## src/rtl/vff_pkg.sv

```systemverilog
`timescale 1ns / 1ps
// Shared types and constants of the vertical FIR filter.
package vff_pkg;

  localparam int PIX_W      = 16;
  localparam int COEF_W     = 16;
  localparam int NCOEF      = 5;
  localparam int LW_W       = 11;
  localparam int TAP_W      = 3;
  localparam int SH_W       = 5;
  localparam int CFG_IDX_W  = 3;
  localparam int CFG_DATA_W = 16;
  localparam int BANK_IDX_W = 4;
  localparam int PROD_W     = PIX_W + 1 + COEF_W;
  localparam int SUM_W      = PROD_W + 3;
  localparam int OUT_CAP    = 32768;

  localparam logic [LW_W-1:0]  LW_RESET  = LW_W'(1024);
  localparam logic [TAP_W-1:0] TAP_RESET = TAP_W'(5);

  typedef enum logic [CFG_IDX_W-1:0] {
    REG_LINE_WIDTH   = 3'd0,
    REG_TAP_COUNT    = 3'd1,
    REG_SHIFT_AMOUNT = 3'd2,
    REG_COEF_0       = 3'd3,
    REG_COEF_1       = 3'd4,
    REG_COEF_2       = 3'd5,
    REG_COEF_3       = 3'd6,
    REG_COEF_4       = 3'd7
  } cfg_reg_e;

  typedef logic signed [COEF_W-1:0] coef_t;

  typedef struct packed {
    logic [LW_W-1:0]         line_width;
    logic [TAP_W-1:0]        tap_count;
    logic [SH_W-1:0]         shift_amount;
    coef_t [NCOEF-1:0]       coef;
  } cfg_t;

  // one multiplier lane: which row feeds coefficient j
  typedef struct packed {
    logic                  en;
    logic                  cur;
    logic [BANK_IDX_W-1:0] bank;
  } lane_t;

  typedef struct packed {
    logic                produce;
    logic                row_end;
    lane_t [NCOEF-1:0]   lane;
  } item_ctrl_t;

  typedef struct packed {
    logic [PIX_W-1:0] filtered;
    logic             row_end;
  } res_t;

endpackage

```

## src/rtl/vff_line_ctrl.sv

```systemverilog
`timescale 1ns / 1ps
// Column, row and line-slot tracking; picks the line bank for each tap.
module vff_line_ctrl #(
  parameter int MAX_TAPS = 5,
  parameter int MAX_LINE = 1024,
  localparam int NLINES  = (MAX_TAPS > 1) ? MAX_TAPS - 1 : 1,
  localparam int SLOT_W  = (NLINES > 1) ? $clog2(NLINES) : 1,
  localparam int COL_W   = $clog2(MAX_LINE)
) (
  input  logic                          clk_i,
  input  logic                          rst_ni,
  input  logic                          accept_i,
  input  logic                          frame_start_i,
  input  logic [vff_pkg::LW_W-1:0]      line_width_i,
  input  logic [vff_pkg::TAP_W-1:0]     tap_count_i,
  output logic [COL_W-1:0]              col_o,
  output logic [SLOT_W-1:0]             wr_bank_o,
  output vff_pkg::item_ctrl_t           item_ctrl_o
);

  import vff_pkg::*;

  localparam int CNT_W    = $clog2(MAX_LINE + 1);
  localparam int WCMP_W   = (CNT_W > LW_W) ? CNT_W : LW_W;
  localparam int RS_W     = (MAX_TAPS > 1) ? $clog2(MAX_TAPS) : 1;
  localparam int ROWS_MAX = MAX_TAPS - 1;

  logic [COL_W-1:0]  col_q, col_d, col_use;
  logic [RS_W-1:0]   rows_q, rows_d, rows_use;
  logic [SLOT_W-1:0] newest_q, newest_d, newest_use;
  logic [WCMP_W-1:0] lw_ext, width_eff;
  logic [TAP_W-1:0]  taps;
  logic              last;

  always_comb begin
    lw_ext = WCMP_W'(line_width_i);
    if (lw_ext == '0) begin
      width_eff = WCMP_W'(1);
    end else if (lw_ext > WCMP_W'(MAX_LINE)) begin
      width_eff = WCMP_W'(MAX_LINE);
    end else begin
      width_eff = lw_ext;
    end

    if (tap_count_i == '0) begin
      taps = TAP_W'(1);
    end else if (5'(tap_count_i) > 5'(MAX_TAPS)) begin
      taps = TAP_W'(MAX_TAPS);
    end else begin
      taps = tap_count_i;
    end

    col_use    = frame_start_i ? '0 : col_q;
    rows_use   = frame_start_i ? '0 : rows_q;
    newest_use = frame_start_i ? '0 : newest_q;
    last       = (WCMP_W'(col_use) + WCMP_W'(1)) >= width_eff;
  end

  // tap k rows back sits in bank newest-k modulo the line count;
  // the oldest row of a full window shares the bank being written
  always_comb begin
    logic [4:0] k;
    logic [4:0] nw;
    item_ctrl_o.produce = 5'(rows_use) >= (5'(taps) - 5'd1);
    item_ctrl_o.row_end = last;
    nw = 5'(newest_use);
    for (int j = 0; j < NCOEF; j++) begin
      k = 5'(taps) - 5'd1 - 5'(j);
      item_ctrl_o.lane[j].en  = 5'(j) < 5'(taps);
      item_ctrl_o.lane[j].cur = (k == 5'd0);
      if (k == 5'(NLINES)) begin
        item_ctrl_o.lane[j].bank = BANK_IDX_W'(nw);
      end else if (nw >= k) begin
        item_ctrl_o.lane[j].bank = BANK_IDX_W'(nw - k);
      end else begin
        item_ctrl_o.lane[j].bank = BANK_IDX_W'(nw + 5'(NLINES) - k);
      end
    end
  end

  always_comb begin
    col_d    = col_q;
    rows_d   = rows_q;
    newest_d = newest_q;
    if (accept_i) begin
      if (last) begin
        col_d    = '0;
        newest_d = (newest_use == SLOT_W'(NLINES - 1)) ? '0 : newest_use + SLOT_W'(1);
        rows_d   = (rows_use < RS_W'(ROWS_MAX)) ? rows_use + RS_W'(1) : rows_use;
      end else begin
        col_d    = col_use + COL_W'(1);
        newest_d = newest_use;
        rows_d   = rows_use;
      end
    end
  end

  always_ff @(posedge clk_i or negedge rst_ni) begin
    if (!rst_ni) begin
      col_q    <= '0;
      rows_q   <= '0;
      newest_q <= '0;
    end else begin
      col_q    <= col_d;
      rows_q   <= rows_d;
      newest_q <= newest_d;
    end
  end

  assign col_o     = col_use;
  assign wr_bank_o = newest_use;

endmodule

```

## config.mk

```make
export PLATFORM = sky130hd
export DESIGN_NAME = vff_line_ctrl
export DESIGN_NICKNAME = d
export VERILOG_FILES = /design/src/rtl/vff_pkg.sv /design/src/rtl/vff_line_ctrl.sv
export SDC_FILE = /design/constraint.sdc
export NUM_CORES = 1
export LEC_CHECK = 0
export CORE_UTILIZATION = 40
export DETAILED_ROUTE_END_ITERATION = 12
export DONT_BUFFER_PORTS = 1
export HOLD_SLACK_MARGIN = 0.08
export SKIP_LAST_GASP = 1
export SYNTH_ARGS = -nofsm -noshare
export SYNTH_HDL_FRONTEND = slang
export SYNTH_SLANG_ARGS = --single-unit
```

## constraint.sdc

```tcl
create_clock -name clk_i -period 4.4 [get_ports clk_i]
set_clock_uncertainty 0.1 [all_clocks]
set_input_delay 0.22 -clock clk_i [delete_from_list [all_inputs] [get_ports clk_i]]
set_output_delay 0.22 -clock clk_i [all_outputs]
set_load 0.03 [all_outputs]
```

After elaboration in Yosys (flattened, before gate mapping)
Cells that the tools add are included.
Widths: inputs -> output; s select.
- register bits after elaboration: 15
- bits of input ports: 18
- output and inout port bits: 44
- add/subtract/negate cells: 20
- order comparisons: 15
- eq/ne operators: 6
- multiplexer cells: 22
- reductions and logical operators: 7
- operators by type and width (cell ; count):
    $mux 4 ; 10
    $eq 5x3->1 const B ; 5
    $ge 2x5->1 ; 5
    $logic_not 5->1 ; 5
    $mux 11 ; 2
    $mux 10 ; 2
    $sub 2x4->4 ; 5
    $sub 4x4->4 ; 5
    $mux 3 ; 5
    $add 10x1->11 const B ; 1
    $ge 11x11->1 ; 1
    $gt 11x11->1 const B ; 1
    $logic_not 11->1 ; 1
    $add 10x1->10 const B ; 1
    $sub 5x2->5 const B ; 2
    $lt 1x3->1 const A ; 2
    $lt 2x3->1 const A ; 2
    $mux 2 ; 3
    $ge 3x5->1 ; 1
    $sub 4x4->5 const B ; 1
    $sub 5x1->5 const B ; 1
    $add 2x3->4 const B ; 1
    $sub 3x1->4 const B ; 1
    $add 3x1->3 const B ; 1
    6 further kinds ; 6

Depth between registers and ports, before layout
Gate-level depths: netlist of run 1.
- word-level depth: 8
- gate-level depth with buffers: 17
- mapped depth without buffers: 16

Worst setup path after synthesis of run 1
OpenSTA, ideal clock, no wires.
- path kind: input-to-output
- from: input tap_count_i[2] in the netlist's numbering
- to: output item_ctrl_o[15] in the netlist's numbering
- arrival: 3425 ps
- data required time: 4080 ps
- path slack: 655 ps
- stages: 16
- path through: buf_6 inv_1 nand2_1 ha_1 xor2_1 inv_1 ha_1 a21boi_1 or2_2 mux2i_1 o311ai_0 ha_1 o21a_1 nor2_1 xnor3_1 nor2_1
- RTL lines (item ; RTL line ; source):
    start: declaration ; vff_line_ctrl.sv:15 ; input logic [vff_pkg::TAP_W-1:0] tap_count_i,
    end: declaration ; vff_line_ctrl.sv:18 ; output vff_pkg::item_ctrl_t item_ctrl_o

==> results of run 1 <==
[per-stage QoR]
| step | instances | total power [mW] | util, % | hold WS (ns) |
|---|---|---|---|---|
| floorplan | 288 | 0.635 | - | -0.176 |
| global placement | 354 | 0.710 | 43.6 | -0.175 |
| detailed placement | 354 | 0.714 | 43.6 | -0.175 |
| CTS | 360 | 0.833 | 44.8 | 0.0984 |
| global route | 360 | 0.888 | 44.8 | 0.113 |
| finish | 360 | 0.825 | 44.8 | 0.116 |
[worst reg2reg max path, stage by stage, from the launching register on]
cell	delay, ns
dfrtp_1	0.38
nor2b_1	0.54
ha_1	0.34
nand2_1	0.10
nor2_1	0.12
xor2_1	0.10
ha_1	0.35
nand3_1	0.08
o311a_2	0.46
a21oi_2	0.72
o2bb2ai_1	0.18
[layer usage]
layer | vias up | routed length [µm]
li1 | 1002 | -
met1 | 939 | 2780
met2 | 37 | 2470
met3 | 0 | 194
met4 | 0 | 0
met5 | - | 0
[sequential cells by signal, indices dropped and copies added (netlist names)]
signal    flops
col_q        10
rows_q        3
newest_q      2
[Yosys cell counts (all sizes together), types with 3 or more instances]
library cell / instances
a21o: 5
a21oi: 16
and2: 4
and3: 6
buf: 3
clkbuf: 8
dfrtp: 15
fa: 4
ha: 43
inv: 16
mux2i: 3
nand2: 41
nand2b: 7
nand3: 5
nor2: 21
nor2b: 15
nor3: 3
o21a: 3
o21ai: 11
o2bb2ai: 9
or2: 4
xnor2: 4
xor2: 14
[final timing paths]
| check | start | end | slack (ns) | cells after the start |
|---|---|---|---|---|
| max in group asynchronous | rst_ni | rows_q[0]$_DFFE_PN0P_ | 3.40 | 1 |
| min in group asynchronous | rst_ni | col_q[0]$_DFFE_PN0P_ | 0.36 | 1 |
| setup / recovery | tap_count_i[2] | item_ctrl_o[15] | 0.60 | 16 |
| hold reg to reg | col_q[8]$_DFFE_PN0P_ | col_q[8]$_DFFE_PN0P_ | 0.42 | 1 |
| hold / removal | accept_i | col_q[9]$_DFFE_PN0P_ | 0.12 | 2 |
| setup reg to reg | col_q[1]$_DFFE_PN0P_ | col_q[7]$_DFFE_PN0P_ | 0.79 | 10 |
[cell families (layout without fill, tap and decap cells)]
family / count (synthesis) / count (layout) / synth area share [%]
AOI/OAI and AO/OA: 63 / 63 / 19.2
xor gates and xnor gates: 19 / 19 / 7.92
adders and majority gates: 47 / 47 / 26.1
buffers and inverters: 28 / 28 / 5.17
DFF: 15 / 15 / 15.8
muxes: 4 / 4 / 2.43
and+or+nand+nor: 112 / 112 / 23.4
[cell usage in the layout, fill, tap and decap left out, types with 3 or more instances in the layout]
cell and instances:
ha_1 43, nand2_1 41, nor2_1 21, nor2b_1 15, a21oi_1 15, dfrtp_1 15, inv_1 14, xor2_1 13
o21ai_0 10, o2bb2ai_1 9, nand2b_1 6, and3_1 6, nand3_1 5, a21o_1 5, buf_4 5, xnor2_1 4
or2_2 4, and2_1 4, fa_1 4, nor3_1 3, o21a_1 3, clkbuf_8 3
[area by class of cell]
cell class,count,area [µm²]
repair buffers,7,57.6
multi-input cells,245,1870
well taps,72,90.1
inverters,17,68.8
fillers,584,3100
clock inverters,1,5.00
flip-flops and latches,15,375
clock buffers,3,41.3
[power by group]
part	switching (mW)	internal (mW)	total [mW]
sequential	0.0118	0.151	0.163
clock	0.0474	0.0626	0.110
combinational	0.387	0.165	0.552
total	0.446	0.379	0.825
[what timing repair did]
item	4_1_cts	5_1_grt
buffers inserted	0	0
hold buffers	2	0
endpoints found under the hold margin	25	0
==> flow_summary_export.csv, run 1 <==
group,metric,value,unit
run_status,status,"completed",
worst_setup_path,cpMostUsedCell,"ha_1",
global_route,grt_usage,17.8,%
clocking,cts-htree-levels,1,
timing,hold_viol,0,
synth,synth_ff_type,"dfrtp_1",
synth,synthArstFlopShare,100,%
clocking,cts-buffers-inserted,3,
cells_and_area,drive_gt1_share,7.99,%
synth,seq_area_frac_synth,15.8,%
worst_setup_path,path_max_fanout,10,
synth,synth_area_leaders,"ha_1 (23%), dfrtp_1 (16%), nand2_1 (6.5%)",
global_route,grt-busiest-layer,"met2",
pwr,pwr_density_cell,329,mW/mm²
timing,max-slew-margin-rel,38.0,%
synth,yosys_warnings,0,
worst_setup_path,path_class,"input pin to primary output",
clocking,cts_tree,"built",
worst_setup_path,arrival,3.48,ns
timing,setup_slack,0.595,ns
global_route,grt_first_pass_wirelength,9010,µm
place,dp_slack,0.584,ns
floorplan,die_area,0.00624,mm²
global_route,grt_pass1_vias,1855,
worst_setup_path,cp_num_buf_inv,3,
pwr,vdd_drop_max,215,µV
routing,drc,0,
cells_and_area,antennaDiodeCount,0,
timing,rsz0062_at_grt,"no",
timing,fin_crit,3.80,ns
clocking,cts_resized,0,
floorplan,die_h,79.0,µm
place,dp_hpwl,4440,µm
synth,netlist_area,0.00237,mm²
global_route,grt_max_degree,25,
synth,ys_seq_elements,15,
timing,setup-violations-final,0,
synth,synth_edf_count,0,
worst_setup_path,crit_slowest_cell,"o21ai_4",
global_route,antenna_found_initial,0,
floorplan,num_rows,27,
timing,max_freq,263,MHz
timing,maxSlewViolCount,0,
timing,worst_pin_slew,0.921,ns
routing,wire_per_inst,15.1,µm
routing,vias,1978,
place,io_buffers,0,
floorplan,ios,62,
routing,ant_nets,0,
worst_setup_path,cp-start-kind,"input pin",
clocking,clk_latency,0.24,ns
floorplan,start_util,42.3,%
global_route,grtUsageMet2,28.8,%
clocking,cts.sinks,15,
worst_setup_path,cp_top_family,"adder cells",
floorplan,die_w,79.0,µm
routing,drt_iter0_drc,70,
worst_setup_path,cpPeakStageDelay,0.37,ns
floorplan,core_area,0.00561,mm²
synth,synth_cell_types,56,
timing,setup-tns-final,0,ns
routing,drt-pass1-iter-count,4,
clocking,path_clk_slew,0.06,ns
synth,synth_top_cell_by_area,"ha_1",
cells_and_area,syn2layout_area_growth,5.91,%
routing,routed_wl,5440,µm
place,place_area,0.00244,mm²
min_path,hold_path.class,"input pin to flop",
timing,period_share,86.5,%
synth,syn_area_per_cell,8.23,µm²
global_route,use_met1,26.3,%
cells_and_area,fin_nets,354,
pwr,p_leak,1.21,nW
worst_setup_path,cp.required,4.08,ns
run,cap_violations,0,
synth,synth_top_area_share,22.7,%
worst_setup_path,end_kind,"primary output",
clocking,cts_root_buf,"clkbuf_8",
place,gp_congestion,0.812,
global_route,met3_usage,1.84,%
routing,via_per_inst,5.49,
synth,netlist_instances,288,
cells_and_area,fin_area,0.00251,mm²
worst_setup_path,path_cells,"inv_1 -> nand2_1 -> ha_1 -> inv_1 -> o21ai_4 -> ha_1 -> a21boi_1 -> or2_2 -> mux2i_1 -> o311ai_0 -> ha_1 -> o21a_1 -> nor2_1 -> xnor3_1 -> nor2_1 -> buf_4",
clocking,cts.path.max_buffers,2,
synth,synth_nets,353,
global_route,overflow,0,
No activity file was read; power rests on OpenSTA's default activity.
==> run 2: changes to the inputs <==
--- a/config.mk
+++ b/config.mk
@@ -5,6 +5,7 @@
 export SDC_FILE = /design/constraint.sdc
 export NUM_CORES = 1
 export LEC_CHECK = 0
+export CORE_MARGIN = 10
 export CORE_UTILIZATION = 40
 export DETAILED_ROUTE_END_ITERATION = 12
 export DONT_BUFFER_PORTS = 1
==> constraint.sdc (replaced) <==
create_clock -name clk_i -period 3.25 [get_ports clk_i]
set_clock_uncertainty 0.1 [all_clocks]
set_input_delay 0.1625 -clock clk_i [delete_from_list [all_inputs] [get_ports clk_i]]
set_output_delay 0.1625 -clock clk_i [all_outputs]
set_load 0.03 [all_outputs]
==> flow_summary_export.csv, run 2 (synthesis results as in run 1) <==
group,metric,value,unit
pwr,vdd_drop_max,305,µV
clocking,cts.sinks,15,
place,io_buffers,0,
clocking,clk_latency,0.25,ns
cells_and_area,layout_commonest_cell,"ha_1",
timing,rsz0062_at_grt,"no",
worst_setup_path,cp.required,2.99,ns
timing,period_share,96.0,%
cells_and_area,drive_gt1_share,21.1,%
clocking,path_clk_slew,0.06,ns
timing,setup-tns-final,0,ns
floorplan,die_w,97.0,µm
timing,worst_pin_slew,0.712,ns
floorplan,die_h,97.0,µm
cells_and_area,biggestRegsByFlops,"col_q (10), rows_q (3), newest_q (2)",
routing,routed_wl,6320,µm
run_status,status,"completed",
cells_and_area,largest_reg_flops,10,
timing,max_freq,321,MHz
routing,drt_iter0_drc,118,
global_route,antenna_found_initial,0,
min_path,hold_path.class,"input pin to flop",
worst_setup_path,cp-start-kind,"input pin",
cells_and_area,fin_nets,389,
routing,wire_per_inst,16.0,µm
clocking,cts_root_buf,"clkbuf_8",
global_route,overflow,0,
place,dp_hpwl,5100,µm
pwr,pwr_density_cell,441,mW/mm²
global_route,grt_pass1_vias,1971,
timing,max-slew-margin-rel,52.4,%
worst_setup_path,r2r_cells,11,
cells_and_area,final_cell_mix,"ha_1 (41), nand2_1 (40), buf_4 (39)",
worst_setup_path,end_kind,"primary output",
worst_setup_path,path_max_fanout,7,
routing,vias,2112,
floorplan,die_area,0.00940,mm²
floorplan,core_area,0.00564,mm²
pwr,p_leak,1.39,nW
floorplan,start_util,42.0,%
timing,hold_viol,0,
routing,drc,0,
floorplan,ios,62,
place,gp_congestion,0.853,
timing,setup-violations-final,0,
floorplan,num_rows,27,
global_route,grt_first_pass_wirelength,10100,µm
run,cap_violations,0,
routing,ant_nets,0,
worst_setup_path,arrival,2.86,ns
cells_and_area,antennaDiodeCount,0,
timing,maxSlewViolCount,0,
clocking,cts.path.max_buffers,2,
routing,via_per_inst,5.35,
place,place_inst,381,
cells_and_area,top_register,"col_q",
min_path,min_path_cells,3,
clocking,cts_tree,"built",
clocking,cts-buffers-inserted,3,
cells_and_area,syn2layout_area_growth,20.2,%
global_route,grt_usage,12.3,%
worst_setup_path,path_class,"input pin to primary output",
routing,drt-pass1-iter-count,4,
clocking,cts-htree-levels,1,
cells_and_area,layout.cells.non_filler,395,
global_route,grt_max_degree,22,
timing,fin_crit,3.12,ns
-- run 2: report_power, final --
| group | internal [mW] | switching [mW] |
|---|---|---|
| combinational | 0.322 | 0.557 |
| clock | 0.0868 | 0.0662 |
| sequential | 0.205 | 0.0168 |
-- run 2: per-stage QoR --
step                cell area (µm²)  hold WS (ns)  setup slack [ns]  utilization, %  total power, mW
finish                         2850        0.0818             0.131            50.5             1.25
detailed placement             2700        -0.232            0.0585            47.9             1.09
CTS                            2780        0.0825            0.0694            49.3             1.26
global route                   2850         0.137          0.000436            50.5             1.35
floorplan                      2420        -0.233            0.0198               -            0.878
global placement               2700        -0.232             0.169            47.9             1.08
-- run 2: worst max-delay path: stages --
cell	delay, ns
xor2_2	0.18
nand2b_4	0.10
inv_4	0.07
ha_4	0.14
xor2_4	0.15
inv_2	0.10
ha_1	0.19
a21boi_1	0.15
or2_2	0.29
mux2i_1	0.19
o311ai_1	0.13
ha_1	0.32
o21a_1	0.11
nor2_1	0.11
xnor3_1	0.27
nor2_4	0.20
-- run 2: repair_timing --
item	in CTS	in global routing
endpoints found under the setup margin	1	3
buffers inserted	0	7
gates resized for setup	1	5
endpoints found under the hold margin	29	0
hold buffers	3	0
pin swaps	0	5
-- run 2: area by class of cell --
class | count | area, µm²
fill | 525 | 2790
timing repair buffer | 42 | 323
inverter | 17 | 72.6
tap | 72 | 90.1
sequential | 15 | 375
multi-input combinational | 245 | 1940
clock buffer | 4 | 45.0
-- run 2: path summary, 6_finish.rpt --
check,endpoint,from,slack [ns]
setup / recovery,item_ctrl_o[15],tap_count_i[1],0.13
hold / removal,rows_q[0]$_DFFE_PN0P_,frame_start_i,0.08
setup reg to reg,rows_q[1]$_DFFE_PN0P_,col_q[0]$_DFFE_PN0P_,0.25
hold reg to reg,col_q[7]$_DFFE_PN0P_,col_q[7]$_DFFE_PN0P_,0.42
max in group asynchronous,col_q[9]$_DFFE_PN0P_,rst_ni,2.29
min in group asynchronous,col_q[0]$_DFFE_PN0P_,rst_ni,0.31
-- run 2: metal layers --
| metal | global-route usage, % | wire length [µm] | up-vias |
|---|---|---|---|
| met1 | 16.1 | 2940 | 991 |
| met5 | 0 | 0 | - |
| met3 | 1.63 | 235 | 6 |
| li1 | - | - | 1072 |
| met4 | 2.14 | 54 | 0 |
| met2 | 20.9 | 3090 | 43 |
==> run 3: changes to the inputs <==
--- a/config.mk
+++ b/config.mk
@@ -5,6 +5,7 @@
 export SDC_FILE = /design/constraint.sdc
 export NUM_CORES = 1
 export LEC_CHECK = 0
+export ABC_AREA = 1
 export CORE_MARGIN = 10
 export CORE_UTILIZATION = 40
 export DETAILED_ROUTE_END_ITERATION = 12
==> flow_summary_export.csv, run 3 <==
group,metric,value,unit
run_status,status,"completed",
synth,synth_top_area_share,21.5,%
pwr,p_leak,1.66,nW
synth,netlist_instances,390,
routing,drt-pass1-iter-count,4,
timing,maxSlewViolCount,0,
cells_and_area,top_register,"col_q",
clocking,cts-buffers-inserted,3,
routing,wl_met1,3150,µm
worst_setup_path,crit_start,"tap_count_i[1]",
clocking,cts_root_buf,"clkbuf_8",
place,io_buffers,0,
synth,seq_area_frac_synth,15.0,%
worst_setup_path,r2r-start,"col_q[0]$_DFFE_PN0P_",
routing,routed_wl,6710,µm
clocking,path_clk_slew,0.06,ns
routing,wl_met3,452,µm
cells_and_area,fin_nets,489,
synth,syn_area_per_cell,6.43,µm²
routing,met2_length,3080,µm
worst_setup_path,cp-start-kind,"input pin",
synth,synth_ff_type,"dfrtp_1",
floorplan,num_rows,28,
timing,max_freq,334,MHz
timing,fin_crit,2.99,ns
worst_setup_path,cp-endpoint,"item_ctrl_o[15]",
timing,setup-tns-final,0,ns
timing,max-slew-margin-rel,54.5,%
global_route,grt_max_degree,16,
synth,yosys_warnings,0,
floorplan,die_w,99.2,µm
floorplan,start_util,41.8,%
cells_and_area,drive_gt1_share,16.5,%
clocking,cts-htree-levels,1,
clocking,cts.sinks,15,
synth,synth_most_common_cell,"nand2_1",
synth,synth_area_leaders,"ha_1 (21%), dfrtp_1 (15%), nand2_1 (15%)",
floorplan,ios,62,
run,cap_violations,0,
cells_and_area,largest_reg_flops,10,
clocking,cts.path.max_buffers,2,
floorplan,die_area,0.00983,mm²
clocking,clk_latency,0.26,ns
worst_setup_path,path_max_fanout,6,
routing,ant_nets,0,
global_route,grt_usage,12.9,%
floorplan,core_area,0.00599,mm²
place,dp_hpwl,5410,µm
synth,synthTopCellsByCount,"nand2_1 (100), inv_1 (73), ha_1 (43)",
synth,synthArstFlopShare,100,%
cells_and_area,multi_input_area,0.00182,mm²
synth,netlist_area,0.00251,mm²
cells_and_area,layout_commonest_cell,"nand2_1",
global_route,overflow,0,
timing,worst_pin_slew,0.680,ns
routing,vias,2454,
min_path,hold_path.class,"input pin to flop",
place,gp_congestion,0.906,
synth,ys_seq_elements,15,
global_route,grt_first_pass_wirelength,10900,µm
routing,top_layer_used,"met4",
cells_and_area,syn2layout_area_growth,16.3,%
cells_and_area,fin_area,0.00292,mm²
timing,hold_viol,0,
synth,synth_edf_count,0,
pwr,pwr_density_cell,344,mW/mm²
synth,synth_nets,455,
synth,synth_cell_types,35,
place,place_inst,488,
timing,period_share,92.1,%
global_route,antenna_found_initial,0,
worst_setup_path,r2r_cells,17,
routing,drt_iter0_drc,227,
worst_setup_path,path_class,"input pin to primary output",
cells_and_area,final_cell_mix,"nand2_1 (100), inv_1 (71), ha_1 (42)",
place,place_area,0.00280,mm²
worst_setup_path,ff2ff_setup_slack,0.38,ns
worst_setup_path,arrival,2.73,ns
floorplan,die_h,99.2,µm
routing,drc,0,
clocking,cts_tree,"built",
synth,synth_top_cell_by_area,"ha_1",
global_route,grt_pass1_vias,2264,
cells_and_area,biggestRegsByFlops,"col_q (10), rows_q (3), newest_q (2)",
cells_and_area,layout.cells.non_filler,498,
worst_setup_path,r2r-end,"col_q[6]$_DFFE_PN0P_",
timing,holdWs,0.0981,ns
routing,via_per_inst,4.93,
pwr,vdd_drop_max,189,µV
worst_setup_path,cp.required,2.99,ns
cells_and_area,fill_cells,612,
routing,wire_per_inst,13.5,µm
timing,setup-violations-final,0,
cells_and_area,antennaDiodeCount,0,
worst_setup_path,end_kind,"primary output",
cells_and_area,register_area,375,µm²
-- run 3: cell types whose count changed after synthesis, sizes merged, moves of 6 or more --
cell	before	now
o21ai	11	18
o2bb2ai	9	0
nor2b	15	0
nand3	5	22
and3	6	0
nor2	21	43
inv	16	77
xor2	14	6
nand2	41	106
nand2b	7	0
o22ai	1	9
-- run 3: cell type report --
cell class                 instances  area share [%]
timing repair buffer              37            9.87
inverter                          77            10.1
tap                               75            3.22
multi-input combinational        290            62.3
clock buffer                       3            1.42
clock inverter                     1           0.172
sequential                        15            12.9
-- run 3: timing repair --
| action | 4_1_cts | 5_1_grt |
|---|---|---|
| endpoints found under the setup margin | 0 | 1 |
| hold buffers | 4 | 0 |
| resized for setup | 0 | 5 |
| buffers inserted | 0 | 2 |
| endpoints found under the hold margin | 28 | 0 |
-- run 3: cell families (layout without fill, tap and decap cells) --
group / count (synthesis) / in the layout / synth area share [%]
XOR/XNOR: 9 / 9 / 3.15
flip-flops: 15 / 15 / 15.0
adder cells (fa/ha/maj): 47 / 47 / 24.7
AO/OA/AOI/OAI: 47 / 47 / 10.4
AND/OR/NAND/NOR: 187 / 187 / 33.3
buffers and inverters: 85 / 118 / 13.5
-- run 3: where the power goes --
part | switching [mW] | leakage, nW | internal, mW | total, mW
clock network | 0.0754 | 0.0255 | 0.0852 | 0.161
registers | 0.00420 | 0.205 | 0.198 | 0.202
logic | 0.418 | 1.43 | 0.222 | 0.641
-- run 3: worst min-delay path by stage --
stage	start	endpoint	slack, ns	cells after the start
after floorplan	rst_ni	col_q[0]$_DFFE_PN0P_	-0.23	0
after global placement	rst_ni	col_q[3]$_DFFE_PN0P_	-0.23	0
after detailed placement	rst_ni	col_q[3]$_DFFE_PN0P_	-0.23	0
after CTS	accept_i	col_q[8]$_DFFE_PN0P_	0.09	2
after global routing	accept_i	col_q[8]$_DFFE_PN0P_	0.11	2
final	accept_i	col_q[8]$_DFFE_PN0P_	0.1	2
-- run 3: stage by stage --
stage,utilization (%),power [mW],worst slack (ns)
final,48.7,1.00,0.257
after global routing,48.7,1.08,-0.0227
after CTS,48.2,0.999,0.199
after detailed placement,46.8,0.829,0.218
after global placement,46.8,0.825,0.227
after floorplan,-,0.665,0.0743
-- run 3: layer usage --
metal  vias up  GRT usage, %
met5         -             0
met4         0          2.65
met3         3          2.42
met2        70          19.8
met1      1092          18.3
li1       1289             -
-- run 3: worst max-delay path, stage by stage --
cell	delay (ns)
inv_1	0.07
nand2_2	0.06
nand3_2	0.14
clkinvlp_4	0.18
ha_1	0.24
xnor2_2	0.24
ha_2	0.26
inv_1	0.04
nand3_1	0.13
nand2_1	0.11
nor2_1	0.10
nand4_1	0.09
ha_1	0.33
a21oi_2	0.19
nand3_1	0.11
a21oi_2	0.12
buf_4	0.16
